$ cat src/rtl/core/wmof_pkg.sv
// Shared constants and config register codes for the window mean outlier flagger.
`timescale 1ns / 1ps

package wmof_pkg;

  localparam int MAX_RADIUS  = 15;
  localparam int STORE_DEPTH = 2 * MAX_RADIUS + 1;

  localparam int ELEV_W = 15;
  localparam int RAD_W  = 4;
  localparam int FACT_W = 16;

  // store address, sample count, pending count, sample age
  localparam int AW     = $clog2(STORE_DEPTH);
  localparam int CNT_W  = $clog2(STORE_DEPTH + 1);
  localparam int PEND_W = $clog2(MAX_RADIUS + 2);
  localparam int AGE_W  = $clog2(MAX_RADIUS + 1);
  // fetch counter: one slot for the judged sample plus the whole window
  localparam int J_W    = $clog2(STORE_DEPTH + 2);
  localparam int IDX_W  = J_W + 2;

  localparam int SUM_W  = ELEV_W + $clog2(STORE_DEPTH);
  localparam int MAG_W  = SUM_W - 1;
  localparam int DIV_W  = $clog2(STORE_DEPTH + 1);

  localparam int CFG_IDX_W  = 1;
  localparam int CFG_DATA_W = 16;

  localparam logic [CFG_IDX_W-1:0] REG_RADIUS = 1'd0;
  localparam logic [CFG_IDX_W-1:0] REG_FACTOR = 1'd1;

  localparam logic [RAD_W-1:0]  RADIUS_RST = 4'd8;
  localparam logic [FACT_W-1:0] FACTOR_RST = 16'd32;

endpackage

$ cat src/rtl/core/wmof_if.sv
// Valid/ready channel interfaces: sample input, result output, config write.
`timescale 1ns / 1ps

interface wmof_in_if;
  import wmof_pkg::*;
  logic                     valid;
  logic                     ready;
  logic signed [ELEV_W-1:0] elevation;
  logic                     segment_end;
  modport source (output valid, elevation, segment_end, input ready);
  modport sink   (input valid, elevation, segment_end, output ready);
endinterface

interface wmof_out_if;
  import wmof_pkg::*;
  logic                     valid;
  logic                     ready;
  logic signed [ELEV_W-1:0] sample_value;
  logic                     outlier;
  logic                     last_of_run;
  modport source (output valid, sample_value, outlier, last_of_run, input ready);
  modport sink   (input valid, sample_value, outlier, last_of_run, output ready);
endinterface

interface wmof_cfg_if;
  import wmof_pkg::*;
  logic                  valid;
  logic                  ready;
  logic [CFG_IDX_W-1:0]  index;
  logic [CFG_DATA_W-1:0] data;
  modport source (output valid, index, data, input ready);
  modport sink   (input valid, index, data, output ready);
endinterface

$ cat src/rtl/core/window_mean_outlier_flagger.sv
// Top level: sample store sequencer, window sum, mean divide and outlier compare.
//
//   channel     dir  handshake      payload
//   in_item_i   in   valid/ready    elevation, segment_end
//   result_o    out  valid/ready    sample_value, outlier, last_of_run
//   cfg_i       in   valid/ready    index (0 radius, 1 factor), data
//
// One item at a time. A stored item goes to the check state; each sample it judges then
// takes 2r+2 reads of the single store read port, then the 19-step divider,
// compare and output load. A segment end judges up to 16 samples.
// Reset clears state, write pointer, sample and pending counts and output valid; store contents stay undefined.
// A stalled result_o holds the next result in its compare stage; in_item_i stays
// low until all results of the current item have been handed to the output register.
`timescale 1ns / 1ps

module window_mean_outlier_flagger (
  input logic         clk_i,
  input logic         rst_ni,
  wmof_in_if.sink     in_item_i,
  wmof_out_if.source  result_o,
  wmof_cfg_if.sink    cfg_i
);
  import wmof_pkg::*;

  localparam logic [2:0] S_IDLE   = 3'd0;
  localparam logic [2:0] S_CHECK  = 3'd1;
  localparam logic [2:0] S_FETCH  = 3'd2;
  localparam logic [2:0] S_DRAIN  = 3'd3;
  localparam logic [2:0] S_DSTART = 3'd4;
  localparam logic [2:0] S_DIV    = 3'd5;
  localparam logic [2:0] S_EVAL   = 3'd6;
  localparam logic [2:0] S_EMIT   = 3'd7;

  logic [2:0]        state_q, state_d;
  logic [RAD_W-1:0]  radius_q;
  logic [FACT_W-1:0] factor_q;
  logic [AW-1:0]     wp_q, wp_next;
  logic [CNT_W-1:0]  seen_q, seen_d;
  logic [PEND_W-1:0] pend_q, pend_d;
  logic              end_q, end_d;
  logic              last_q, last_d;
  logic [AGE_W-1:0]  age_q, age_d;
  logic [J_W-1:0]    j_q, j_d;

  logic signed [SUM_W-1:0]  sum_q, sum_d;
  logic signed [ELEV_W-1:0] e_q, e_d;
  logic                     flag_q, flag_d;

  logic                     out_vld_q;
  logic signed [ELEV_W-1:0] out_val_q;
  logic                     out_flag_q, out_last_q;
  logic                     out_load;

  logic              in_acc, cfg_acc;
  logic [AGE_W-1:0]  eff_r;
  logic [J_W-1:0]    j_last;
  logic [AW-1:0]     hi;
  logic [IDX_W-1:0]  idx_raw;
  logic [AW-1:0]     idx_c;
  logic [AW-1:0]     rd_addr;
  logic [ELEV_W-1:0] rd_data;
  logic [SUM_W-1:0]  rd_ext;
  logic [SUM_W-1:0]  sum_abs;
  logic              div_start, div_done;
  logic [MAG_W-1:0]  quot;
  logic [SUM_W-1:0]  e_abs, diff, diff_abs;

  assign in_acc  = in_item_i.valid && in_item_i.ready;
  assign cfg_acc = cfg_i.valid && cfg_i.ready;

  assign in_item_i.ready = (state_q == S_IDLE);
  assign cfg_i.ready     = 1'b1;

  assign eff_r  = (32'(radius_q) > MAX_RADIUS) ? AGE_W'(MAX_RADIUS) : AGE_W'(radius_q);
  assign j_last = J_W'({eff_r, 1'b1});
  assign wp_next = (wp_q == AW'(STORE_DEPTH - 1)) ? '0 : wp_q + AW'(1);

  // config registers
  always_ff @(posedge clk_i or negedge rst_ni) begin
    if (!rst_ni) begin
      radius_q <= RADIUS_RST;
      factor_q <= FACTOR_RST;
    end else if (cfg_acc) begin
      case (cfg_i.index)
        REG_RADIUS: radius_q <= cfg_i.data[RAD_W-1:0];
        REG_FACTOR: factor_q <= cfg_i.data[FACT_W-1:0];
        default: ;
      endcase
    end
  end

  // Read address: slot 0 is the judged sample, then window offsets from +r down to -r.
  // Offsets are clamped to the samples of the current segment.
  assign hi = (seen_q == '0) ? '0 : AW'(seen_q - CNT_W'(1));

  always_comb begin
    if (j_q == '0) begin
      idx_raw = IDX_W'(age_q);
    end else begin
      idx_raw = IDX_W'(age_q) + IDX_W'(eff_r) + IDX_W'(1) - IDX_W'(j_q);
    end
    if (idx_raw[IDX_W-1]) begin
      idx_c = '0;
    end else if (idx_raw > IDX_W'(hi)) begin
      idx_c = hi;
    end else begin
      idx_c = AW'(idx_raw);
    end
    if (idx_c > wp_q) begin
      rd_addr = AW'((AW+1)'(wp_q) + (AW+1)'(STORE_DEPTH) - (AW+1)'(idx_c));
    end else begin
      rd_addr = wp_q - idx_c;
    end
  end

  wmof_store u_store (
    .clk_i   (clk_i),
    .we_i    (in_acc),
    .waddr_i (wp_next),
    .wdata_i (in_item_i.elevation),
    .raddr_i (rd_addr),
    .rdata_o (rd_data)
  );

  assign rd_ext  = {{(SUM_W-ELEV_W){rd_data[ELEV_W-1]}}, rd_data};
  assign sum_abs = sum_q[SUM_W-1] ? SUM_W'(-sum_q) : SUM_W'(sum_q);

  assign div_start = (state_q == S_DSTART);

  wmof_div u_div (
    .clk_i      (clk_i),
    .rst_ni     (rst_ni),
    .start_i    (div_start),
    .dividend_i (sum_abs[MAG_W-1:0]),
    .divisor_i  (DIV_W'({eff_r, 1'b1})),
    .done_o     (div_done),
    .quot_o     (quot)
  );

  // | |e| - |mean| | against factor; quotient is already |mean|
  assign e_abs    = e_q[ELEV_W-1] ? SUM_W'(-SUM_W'(e_q)) : SUM_W'(e_q);
  assign diff     = e_abs - SUM_W'(quot);
  assign diff_abs = diff[SUM_W-1] ? SUM_W'(-diff) : diff;

  assign out_load = (state_q == S_EMIT) && (!out_vld_q || result_o.ready);

  always_comb begin
    state_d = state_q;
    seen_d  = seen_q;
    pend_d  = pend_q;
    end_d   = end_q;
    last_d  = last_q;
    age_d   = age_q;
    j_d     = j_q;
    sum_d   = sum_q;
    e_d     = e_q;
    flag_d  = flag_q;
    case (state_q)
      S_IDLE: begin
        if (in_acc) begin
          if (seen_q != CNT_W'(STORE_DEPTH)) seen_d = seen_q + CNT_W'(1);
          if (pend_q != PEND_W'(MAX_RADIUS + 1)) pend_d = pend_q + PEND_W'(1);
          end_d   = in_item_i.segment_end;
          state_d = S_CHECK;
        end
      end
      S_CHECK: begin
        if ((end_q && pend_q != '0) || (!end_q && pend_q > PEND_W'(eff_r))) begin
          age_d   = AGE_W'(pend_q - PEND_W'(1));
          last_d  = end_q && (pend_q == PEND_W'(1));
          pend_d  = pend_q - PEND_W'(1);
          j_d     = '0;
          sum_d   = '0;
          state_d = S_FETCH;
        end else begin
          if (end_q) seen_d = '0;
          state_d = S_IDLE;
        end
      end
      S_FETCH: begin
        // data for slot j-1 returns while slot j is read
        if (j_q == J_W'(1)) begin
          e_d = ELEV_W'(rd_data);
        end else if (j_q != '0) begin
          sum_d = sum_q + rd_ext;
        end
        if (j_q == j_last) begin
          state_d = S_DRAIN;
        end else begin
          j_d = j_q + J_W'(1);
        end
      end
      S_DRAIN: begin
        sum_d   = sum_q + rd_ext;
        state_d = S_DSTART;
      end
      S_DSTART: state_d = S_DIV;
      S_DIV: begin
        if (div_done) state_d = S_EVAL;
      end
      S_EVAL: begin
        flag_d  = diff_abs > SUM_W'(factor_q);
        state_d = S_EMIT;
      end
      S_EMIT: begin
        if (out_load) state_d = S_CHECK;
      end
      default: state_d = S_IDLE;
    endcase
  end

  always_ff @(posedge clk_i or negedge rst_ni) begin
    if (!rst_ni) begin
      state_q   <= S_IDLE;
      wp_q      <= '0;
      seen_q    <= '0;
      pend_q    <= '0;
      end_q     <= 1'b0;
      out_vld_q <= 1'b0;
    end else begin
      state_q <= state_d;
      seen_q  <= seen_d;
      pend_q  <= pend_d;
      end_q   <= end_d;
      if (in_acc) wp_q <= wp_next;
      if (out_load) begin
        out_vld_q <= 1'b1;
      end else if (result_o.ready) begin
        out_vld_q <= 1'b0;
      end
    end
  end

  always_ff @(posedge clk_i) begin
    last_q <= last_d;
    age_q  <= age_d;
    j_q    <= j_d;
    sum_q  <= sum_d;
    e_q    <= e_d;
    flag_q <= flag_d;
    if (out_load) begin
      out_val_q  <= e_q;
      out_flag_q <= flag_q;
      out_last_q <= last_q;
    end
  end

  assign result_o.valid        = out_vld_q;
  assign result_o.sample_value = out_val_q;
  assign result_o.outlier      = out_flag_q;
  assign result_o.last_of_run  = out_last_q;

  a_pend_bound: assert property (@(posedge clk_i) disable iff (!rst_ni)
    pend_q <= PEND_W'(MAX_RADIUS + 1))
    else $error("pending sample count out of range");

  a_accept_check: assert property (@(posedge clk_i) disable iff (!rst_ni)
    in_acc |=> state_q == S_CHECK)
    else $error("accepted item not checked next cycle");

  a_div_done_state: assert property (@(posedge clk_i) disable iff (!rst_ni)
    div_done |-> state_q == S_DIV)
    else $error("divider finished outside divide wait");

  a_last_drains: assert property (@(posedge clk_i) disable iff (!rst_ni)
    (out_load && last_q) |-> (pend_q == '0 && end_q))
    else $error("segment flush marked last with samples still pending");

endmodule

$ cat src/rtl/core/wmof_store.sv
// Sample history memory: one write port, one read port, registered read data.
`timescale 1ns / 1ps

module wmof_store (
  input  logic                           clk_i,
  input  logic                           we_i,
  input  logic [wmof_pkg::AW-1:0]        waddr_i,
  input  logic [wmof_pkg::ELEV_W-1:0]    wdata_i,
  input  logic [wmof_pkg::AW-1:0]        raddr_i,
  output logic [wmof_pkg::ELEV_W-1:0]    rdata_o
);
  import wmof_pkg::*;

  logic [ELEV_W-1:0] mem_q [STORE_DEPTH];
  logic [ELEV_W-1:0] rdata_q;

  always_ff @(posedge clk_i) begin
    if (we_i) begin
      mem_q[waddr_i] <= wdata_i;
    end
    rdata_q <= mem_q[raddr_i];
  end

  assign rdata_o = rdata_q;

endmodule

$ cat src/rtl/core/wmof_div.sv
// Restoring divider, one quotient bit per cycle, unsigned magnitude by window size.
`timescale 1ns / 1ps

module wmof_div (
  input  logic                       clk_i,
  input  logic                       rst_ni,
  input  logic                       start_i,
  input  logic [wmof_pkg::MAG_W-1:0] dividend_i,
  input  logic [wmof_pkg::DIV_W-1:0] divisor_i,
  output logic                       done_o,
  output logic [wmof_pkg::MAG_W-1:0] quot_o
);
  import wmof_pkg::*;

  localparam int STEP_W = $clog2(MAG_W + 1);

  logic              busy_q, done_q;
  logic [STEP_W-1:0] cnt_q;
  logic [DIV_W-1:0]  den_q;
  logic [DIV_W-1:0]  rem_q, rem_d;
  logic [MAG_W-1:0]  quot_q;
  logic [DIV_W:0]    trial;
  logic              qbit;

  assign trial = {rem_q, quot_q[MAG_W-1]};
  assign qbit  = (trial >= {1'b0, den_q});

  always_comb begin
    rem_d = trial[DIV_W-1:0];
    if (qbit) begin
      rem_d = DIV_W'(trial - {1'b0, den_q});
    end
  end

  always_ff @(posedge clk_i or negedge rst_ni) begin
    if (!rst_ni) begin
      busy_q <= 1'b0;
      done_q <= 1'b0;
      cnt_q  <= '0;
    end else if (start_i) begin
      busy_q <= 1'b1;
      done_q <= 1'b0;
      cnt_q  <= STEP_W'(MAG_W);
    end else if (busy_q) begin
      cnt_q <= cnt_q - STEP_W'(1);
      if (cnt_q == STEP_W'(1)) begin
        busy_q <= 1'b0;
        done_q <= 1'b1;
      end
    end else begin
      done_q <= 1'b0;
    end
  end

  always_ff @(posedge clk_i) begin
    if (start_i) begin
      den_q  <= divisor_i;
      rem_q  <= '0;
      quot_q <= dividend_i;
    end else if (busy_q) begin
      rem_q  <= rem_d;
      quot_q <= {quot_q[MAG_W-2:0], qbit};
    end
  end

  assign done_o = done_q;
  assign quot_o = quot_q;

endmodule
$ cat src/flat_wrapper.sv
// flat-port wrapper written by rule: the top's interface ports become plain ports
module window_mean_outlier_flagger_flat import wmof_pkg::*;
  (clk_i, rst_ni, in_item_i_valid, in_item_i_elevation, in_item_i_segment_end, in_item_i_ready, result_o_valid, result_o_sample_value, result_o_outlier, result_o_last_of_run, result_o_ready, cfg_i_valid, cfg_i_index, cfg_i_data, cfg_i_ready);
  wmof_in_if in_item_i_i ();
  wmof_out_if result_o_i ();
  wmof_cfg_if cfg_i_i ();
  input logic clk_i;
  input logic rst_ni;
  input wire logic [$bits(in_item_i_i.valid)-1:0] in_item_i_valid;
  input wire logic [$bits(in_item_i_i.elevation)-1:0] in_item_i_elevation;
  input wire logic [$bits(in_item_i_i.segment_end)-1:0] in_item_i_segment_end;
  output wire logic [$bits(in_item_i_i.ready)-1:0] in_item_i_ready;
  output wire logic [$bits(result_o_i.valid)-1:0] result_o_valid;
  output wire logic [$bits(result_o_i.sample_value)-1:0] result_o_sample_value;
  output wire logic [$bits(result_o_i.outlier)-1:0] result_o_outlier;
  output wire logic [$bits(result_o_i.last_of_run)-1:0] result_o_last_of_run;
  input wire logic [$bits(result_o_i.ready)-1:0] result_o_ready;
  input wire logic [$bits(cfg_i_i.valid)-1:0] cfg_i_valid;
  input wire logic [$bits(cfg_i_i.index)-1:0] cfg_i_index;
  input wire logic [$bits(cfg_i_i.data)-1:0] cfg_i_data;
  output wire logic [$bits(cfg_i_i.ready)-1:0] cfg_i_ready;
  assign in_item_i_i.valid = in_item_i_valid;
  assign in_item_i_i.elevation = in_item_i_elevation;
  assign in_item_i_i.segment_end = in_item_i_segment_end;
  assign in_item_i_ready = in_item_i_i.ready;
  assign result_o_valid = result_o_i.valid;
  assign result_o_sample_value = result_o_i.sample_value;
  assign result_o_outlier = result_o_i.outlier;
  assign result_o_last_of_run = result_o_i.last_of_run;
  assign result_o_i.ready = result_o_ready;
  assign cfg_i_i.valid = cfg_i_valid;
  assign cfg_i_i.index = cfg_i_index;
  assign cfg_i_i.data = cfg_i_data;
  assign cfg_i_ready = cfg_i_i.ready;
  window_mean_outlier_flagger u_core (.clk_i(clk_i), .rst_ni(rst_ni), .in_item_i(in_item_i_i), .result_o(result_o_i), .cfg_i(cfg_i_i));
endmodule
$ cat config.mk
export PLATFORM = sky130hd
export DESIGN_NAME = window_mean_outlier_flagger_flat
export DESIGN_NICKNAME = d
export VERILOG_FILES = /design/src/rtl/core/wmof_pkg.sv /design/src/rtl/core/wmof_if.sv /design/src/rtl/core/window_mean_outlier_flagger.sv /design/src/rtl/core/wmof_store.sv /design/src/rtl/core/wmof_div.sv /design/src/flat_wrapper.sv
export SDC_FILE = /design/constraint.sdc
export NUM_CORES = 1
export LEC_CHECK = 0
export BUFFER_PORTS_ARGS = -buffer_cell sky130_fd_sc_hd__buf_2
export CORE_UTILIZATION = 60
export DETAILED_ROUTE_END_ITERATION = 16
export GPL_TIMING_DRIVEN = 0
export PLACE_DENSITY_LB_ADDON = 0.1
export SYNTH_ARGS = -nofsm -noshare
export SYNTH_HDL_FRONTEND = slang
export SYNTH_SLANG_ARGS = --single-unit
$ cat constraint.sdc
create_clock -name clk_i -period 13.69 [get_ports clk_i]
set_input_delay 2.738 -clock clk_i [delete_from_list [all_inputs] [get_ports clk_i]]
set_output_delay 2.738 -clock clk_i [all_outputs]
set_load 0.005 [all_outputs]
==> flow_summary.json, run 1 <==
{
  "worstReg2RegStart": "u_core.eff_r[0]",
  "die_height_um": 234,
  "via_per_inst": 6.63,
  "n_fill_cell": 3822,
  "grt_pass1_wl_um": 132000,
  "critPathLaunchType": "flip-flop",
  "fp.dieW_um": 234,
  "drt_iter0_drc": 2331,
  "synthFlopType": "edfxtp_1",
  "htreeDepth": 3,
  "critPathMaxStageDelay_ns": 0.79,
  "post-synth-top-area-fraction": 0.511,
  "finClkSkew_ns": 0.0219,
  "endpoint_kind": "flip-flop",
  "rsz0062_at_grt": "false",
  "netlist_instances": 2578,
  "yosysWarnings": 0,
  "ys_seq_area_frac": 0.560,
  "ctsResizeCount": 0,
  "path_class": "flip-flop to flip-flop",
  "rows": 84,
  "antenna_left": 0,
  "grt_antenna_before_repair": 2,
  "hold_viol_final": 0,
  "syn_area_per_cell_um2": 12.6,
  "syn-cell-area_um2": 32400,
  "post-route-period-util": 0.682,
  "async_flop_share": 0.0759,
  "drc": 0,
  "gp_congestion": 1.02,
  "fmax_ghz": 0.107,
  "grt_start_max_net_pins": 48,
  "startpoint": "u_core.eff_r[0]",
  "finalNetCount": 2878,
  "stdcell_area_um2": 36000,
  "setup_viol": 0,
  "drt-wirelength-per-cell_um": 25.7,
  "ys_ff_latch": 619,
  "die-area_um2": 55000,
  "totalWireLength_um": 89100,
  "vias": 22983,
  "post_cts_buffers": 0,
  "yosys-top-cells-area": "edfxtp_1, mux2i_1, ha_1, o22ai_1, dfrtp_1",
  "min_from": "u_core.last_q",
  "crit_top_cell": "ha_1",
  "ios": 58,
  "netlist_top_cells_count": "edfxtp_1, mux2i_1, o22ai_1",
  "yosysTopAreaCell": "edfxtp_1",
  "critPathMaxFanout": 10,
  "slew_violations": 0,
  "critPathSlowestCell": "clkbuf_1",
  "drive_gt1_frac": 0.0982,
  "cts.path.max_buffers": 3,
  "cts_num_sinks": 619,
  "fin_setup_tns_ns": 0,
  "grt_overflow": 0,
  "dp_hpwl_um": 61300,
  "cts-root-buf": "clkbuf_16",
  "firstDrtPassIters": 6,
  "worstPathRequired_ns": 14.00,
  "max_cap_viol_count": 0,
  "place_area_um2": 33900,
  "hold_class": "flip-flop to flip-flop",
  "syn_to_final_growth_pct": 11.0,
  "synthDistinctLibCells": 87,
  "regArea_um2": 18200,
  "tightest_slew_ns": 1.31,
  "relSlewSlack": 0.126,
  "period_minus_slack_ns": 9.34,
  "synth_most_common_cell": "edfxtp_1",
  "cts_tree": "built",
  "cts_hold_buffers": 0,
  "grtUsageTotal": 0.326,
  "clk_pin_slew_ns": 0.06,
  "worstPathArrival_ns": 9.65,
  "portBuffers": 56,
  "multi_input_area_um2": 13500,
  "coreArea_um2": 53000,
  "cts_made_buffers": 68,
  "clock_latency_ns": 0.62,
  "status": "finished clean",
  "synth-edff-count": 552,
  "start_util": 0.612,
  "grt_pass1_vias": 22804
}
## cell usage in the layout, fill, tap and decap left out, types with 21 or more instances in the layout
master,instances
or3_1,55
nand3_1,26
clkbuf_16,69
o221ai_1,30
nor3_1,53
o22ai_1,184
a21oi_1,49
mux2i_1,425
buf_2,67
nor2_1,120
clkbuf_1,138
inv_1,88
xor2_1,41
xnor2_1,62
ha_1,106
dfrtp_1,45
edfxtp_1,552
nand2_1,114
nand4_1,30
nor2b_1,21
a211oi_1,23
o311ai_0,30
a21o_1,21
o21ai_0,81
nor2_2,28
o21bai_1,21
## sequential cells by signal (all words and copies together), names as in the netlist, 6 cells and up
register	cells
u_core.j_q	6
u_core.u_store.rdata_o	15
u_core.u_store.mem_q	465
u_core.factor_q	16
u_core.sum_q	20
u_core.e_q	15
u_core.u_div.quot_o	19
u_core.result_o.sample_value	15
## final cells by class
class | count | share of cell area
clock inverters | 35 | 0.00633
clock buffers | 87 | 0.0501
diodes | 1 | 0.0000695
well taps | 688 | 0.0239
flip-flops and latches | 619 | 0.504
inverters | 88 | 0.00918
multi-input cells | 1727 | 0.374
plain buffers | 147 | 0.0162
repair buffers | 76 | 0.0159
## worst max-delay path, delay by kind of cell, from the launching register on
kind,cells,cell delay [ns]
AO/OA/AOI/OAI,8,2.01
multiplexers,2,0.62
flip-flops,1,0.45
AND/OR/NAND/NOR,3,0.73
buffers and inverters,7,2.58
adder cells (fa/ha/maj),8,2.65
## stage by stage
stage | hold WS (ns) | utilization | std cells | worst slack, ns
2_1_floorplan | 0.400 | - | 2581 | 7.02
3_3_place_gp | 0.400 | 0.634 | 3325 | 4.70
3_5_place_dp | 0.405 | 0.641 | 3344 | 4.58
4_1_cts | 0.419 | 0.679 | 3466 | 4.52
5_1_grt | 0.441 | 0.679 | 3467 | 3.98
6_report | 0.417 | 0.679 | 3468 | 4.35
## final timing paths
check	slack, ns	end	cells after the start
hold reg to reg	0.42	u_core.result_o.last_of_run	0
max in group asynchronous	10.69	u_core.u_div.done_o	1
setup / recovery	4.35	u_core.u_store.rdata_o[14]	28
min in group asynchronous	2.34	u_core.eff_r[2]	1
hold / removal	0.42	u_core.result_o.last_of_run	0
setup reg to reg	4.35	u_core.u_store.rdata_o[14]	28
## cell families after synthesis
logic type      synth area share
compound gates             0.110
xor+xnor                  0.0283
simple gates              0.0801
buf+inv                   0.0282
fa+ha+maj                 0.0452
mux                        0.148
flops                      0.560
other cells             0.000232
## per-layer routing
metal,up-vias,part of all wire,wire [um],track usage
met4,2,0.056,4950,0.179
met3,260,0.091,8070,0.0613
met1,11204,0.37,33300,0.404
li1,10282,-,-,-
met2,1235,0.48,42700,0.542
met5,-,0.00015,13,0
Power of run 1 is left out: the tool's default activity adds up to more than one toggle a clock period on the data nets, which glitch-free logic cannot reach.
==> inputs of run 2 (changes only) <==
Clock period 13.69 ns to 9.6 ns, I/O delays scaled along.
==> run 2 against run 1 <==
Register-to-register slack got worse by 4.1 ns. Wire length is essentially flat. First-iteration DRC count is 2.0% lower. Non-clock buffer count is the same. Die area is the same. Clock skew fell by 0.0014 ns. Sequential share of layout area hardly changed. Largest cell class unchanged.
==> flow_summary.json, run 2 (same netlist as run 1, synthesis figures left out) <==
{
  "status": "finished clean",
  "grtUsageTotal": 0.326,
  "die-area_um2": 55000,
  "rsz0062_at_grt": "false",
  "cts.path.max_buffers": 3,
  "fmax_ghz": 0.107,
  "critPathSlowestCell": "o311ai_0",
  "antenna_left": 0,
  "slew_violations": 0,
  "n_fill_cell": 3823,
  "coreArea_um2": 53000,
  "grt_pass1_vias": 22804,
  "max_cap_viol_count": 0,
  "relSlewSlack": 0.120,
  "portBuffers": 56,
  "vias": 22971,
  "drc": 0,
  "htreeDepth": 3,
  "ios": 58,
  "mostFrequentLayoutCell": "edfxtp_1",
  "hold_viol_final": 0,
  "cts-root-buf": "clkbuf_16",
  "hold_class": "flip-flop to flip-flop",
  "drive_gt1_frac": 0.0986,
  "clock_latency_ns": 0.62,
  "totalWireLength_um": 89100,
  "regMostFlops": "u_core.u_store.mem_q",
  "die_height_um": 234,
  "worstPathArrival_ns": 9.72,
  "largest_reg_flops": 465,
  "setup_viol": 0,
  "critPathMaxStageDelay_ns": 1.07,
  "fin_setup_tns_ns": 0,
  "grt_overflow": 0,
  "final_cell_mix": "edfxtp_1, mux2i_1, o22ai_1",
  "start_util": 0.612,
  "path_class": "flip-flop to flip-flop",
  "cts_tree": "built",
  "grt_start_max_net_pins": 48,
  "dp_hpwl_um": 61300,
  "post-route-period-util": 0.974,
  "cts_hold_buffers": 0,
  "fp.dieW_um": 234,
  "endpoint_kind": "flip-flop",
  "cts_num_sinks": 619,
  "finClkSkew_ns": 0.0204,
  "grt_pass1_wl_um": 132000,
  "critPathMaxFanout": 10,
  "via_per_inst": 6.62,
  "rows": 84,
  "finalNetCount": 2878,
  "critPathLaunchType": "flip-flop",
  "post_cts_buffers": 0,
  "drt-wirelength-per-cell_um": 25.7,
  "drt_iter0_drc": 2284,
  "crit_top_cell": "ha_1",
  "clk_pin_slew_ns": 0.06,
  "cts_made_buffers": 68,
  "firstDrtPassIters": 6,
  "syn_to_final_growth_pct": 11.0,
  "gp_congestion": 1.02,
  "period_minus_slack_ns": 9.36,
  "grt_antenna_before_repair": 2,
  "worstPathRequired_ns": 9.96,
  "tightest_slew_ns": 1.31
}
run 2: through the flow:
| stage | util | instances | setup WS [ns] | area (um^2) | hold WS [ns] |
|---|---|---|---|---|---|
| after floorplan | - | 2581 | 2.93 | 32400 | 0.400 |
| after global placement | 0.634 | 3325 | 0.613 | 33600 | 0.400 |
| after detailed placement | 0.641 | 3344 | 0.493 | 33900 | 0.405 |
| after CTS | 0.679 | 3466 | 0.435 | 36000 | 0.419 |
| after global routing | 0.680 | 3467 | 0.0716 | 36000 | 0.441 |
| final | 0.680 | 3468 | 0.245 | 36000 | 0.417 |
run 2: final timing paths:
| kind | startpoint | to | slack, ns | depth (start not counted) |
|---|---|---|---|---|
| hold reg to reg | u_core.last_q | u_core.result_o.last_of_run | 0.42 | 0 |
| max in group asynchronous | rst_ni | u_core.u_div.done_o | 7.42 | 1 |
| min in group asynchronous | rst_ni | u_core.eff_r[2] | 1.52 | 1 |
| setup reg to reg | u_core.eff_r[0] | u_core.u_store.rdata_o[3] | 0.24 | 28 |
| setup / recovery | u_core.eff_r[0] | u_core.u_store.rdata_o[3] | 0.24 | 28 |
| hold / removal | u_core.last_q | u_core.result_o.last_of_run | 0.42 | 0 |
run 2: area by class of cell:
type                       count  area [um^2]  share of cell area
sequential                   619        18200               0.504
clock buffer                  87         1800              0.0501
clock inverter                35          228             0.00633
inverter                      88          330             0.00918
antenna                        1         2.50           0.0000695
tap                          688          861              0.0239
multi-input combinational   1727        13500               0.374
timing repair buffer          76          573              0.0159
buffer                       147          591              0.0164
run 2: timing repair:
action / in CTS / in global routing
setup endpoints to repair: 0 / 4
resized for setup: 0 / 6
endpoints found under the hold margin: 0 / 0
run 2: layer usage:
metal  share of wire  track usage  up-vias  routed length [um]
li1                -            -    10279                   -
met1            0.38        0.404    11246               33700
met2            0.48        0.542     1190               42800
met3           0.086       0.0613      254                7660
met4           0.055        0.179        2                4880
met5         0.00016            0        -                  14
run 2: critical path: cells and delay by family (launching register included):
kind                     cells  cell delay (ns)
AND/OR/NAND/NOR              3             0.58
AO/OA/AOI/OAI                8             2.33
buffers and inverters        7             2.51
flip-flops                   1             0.45
multiplexers                 2             0.58
adder cells (fa/ha/maj)      8             2.65
Power of run 2 is left out for the same reason.
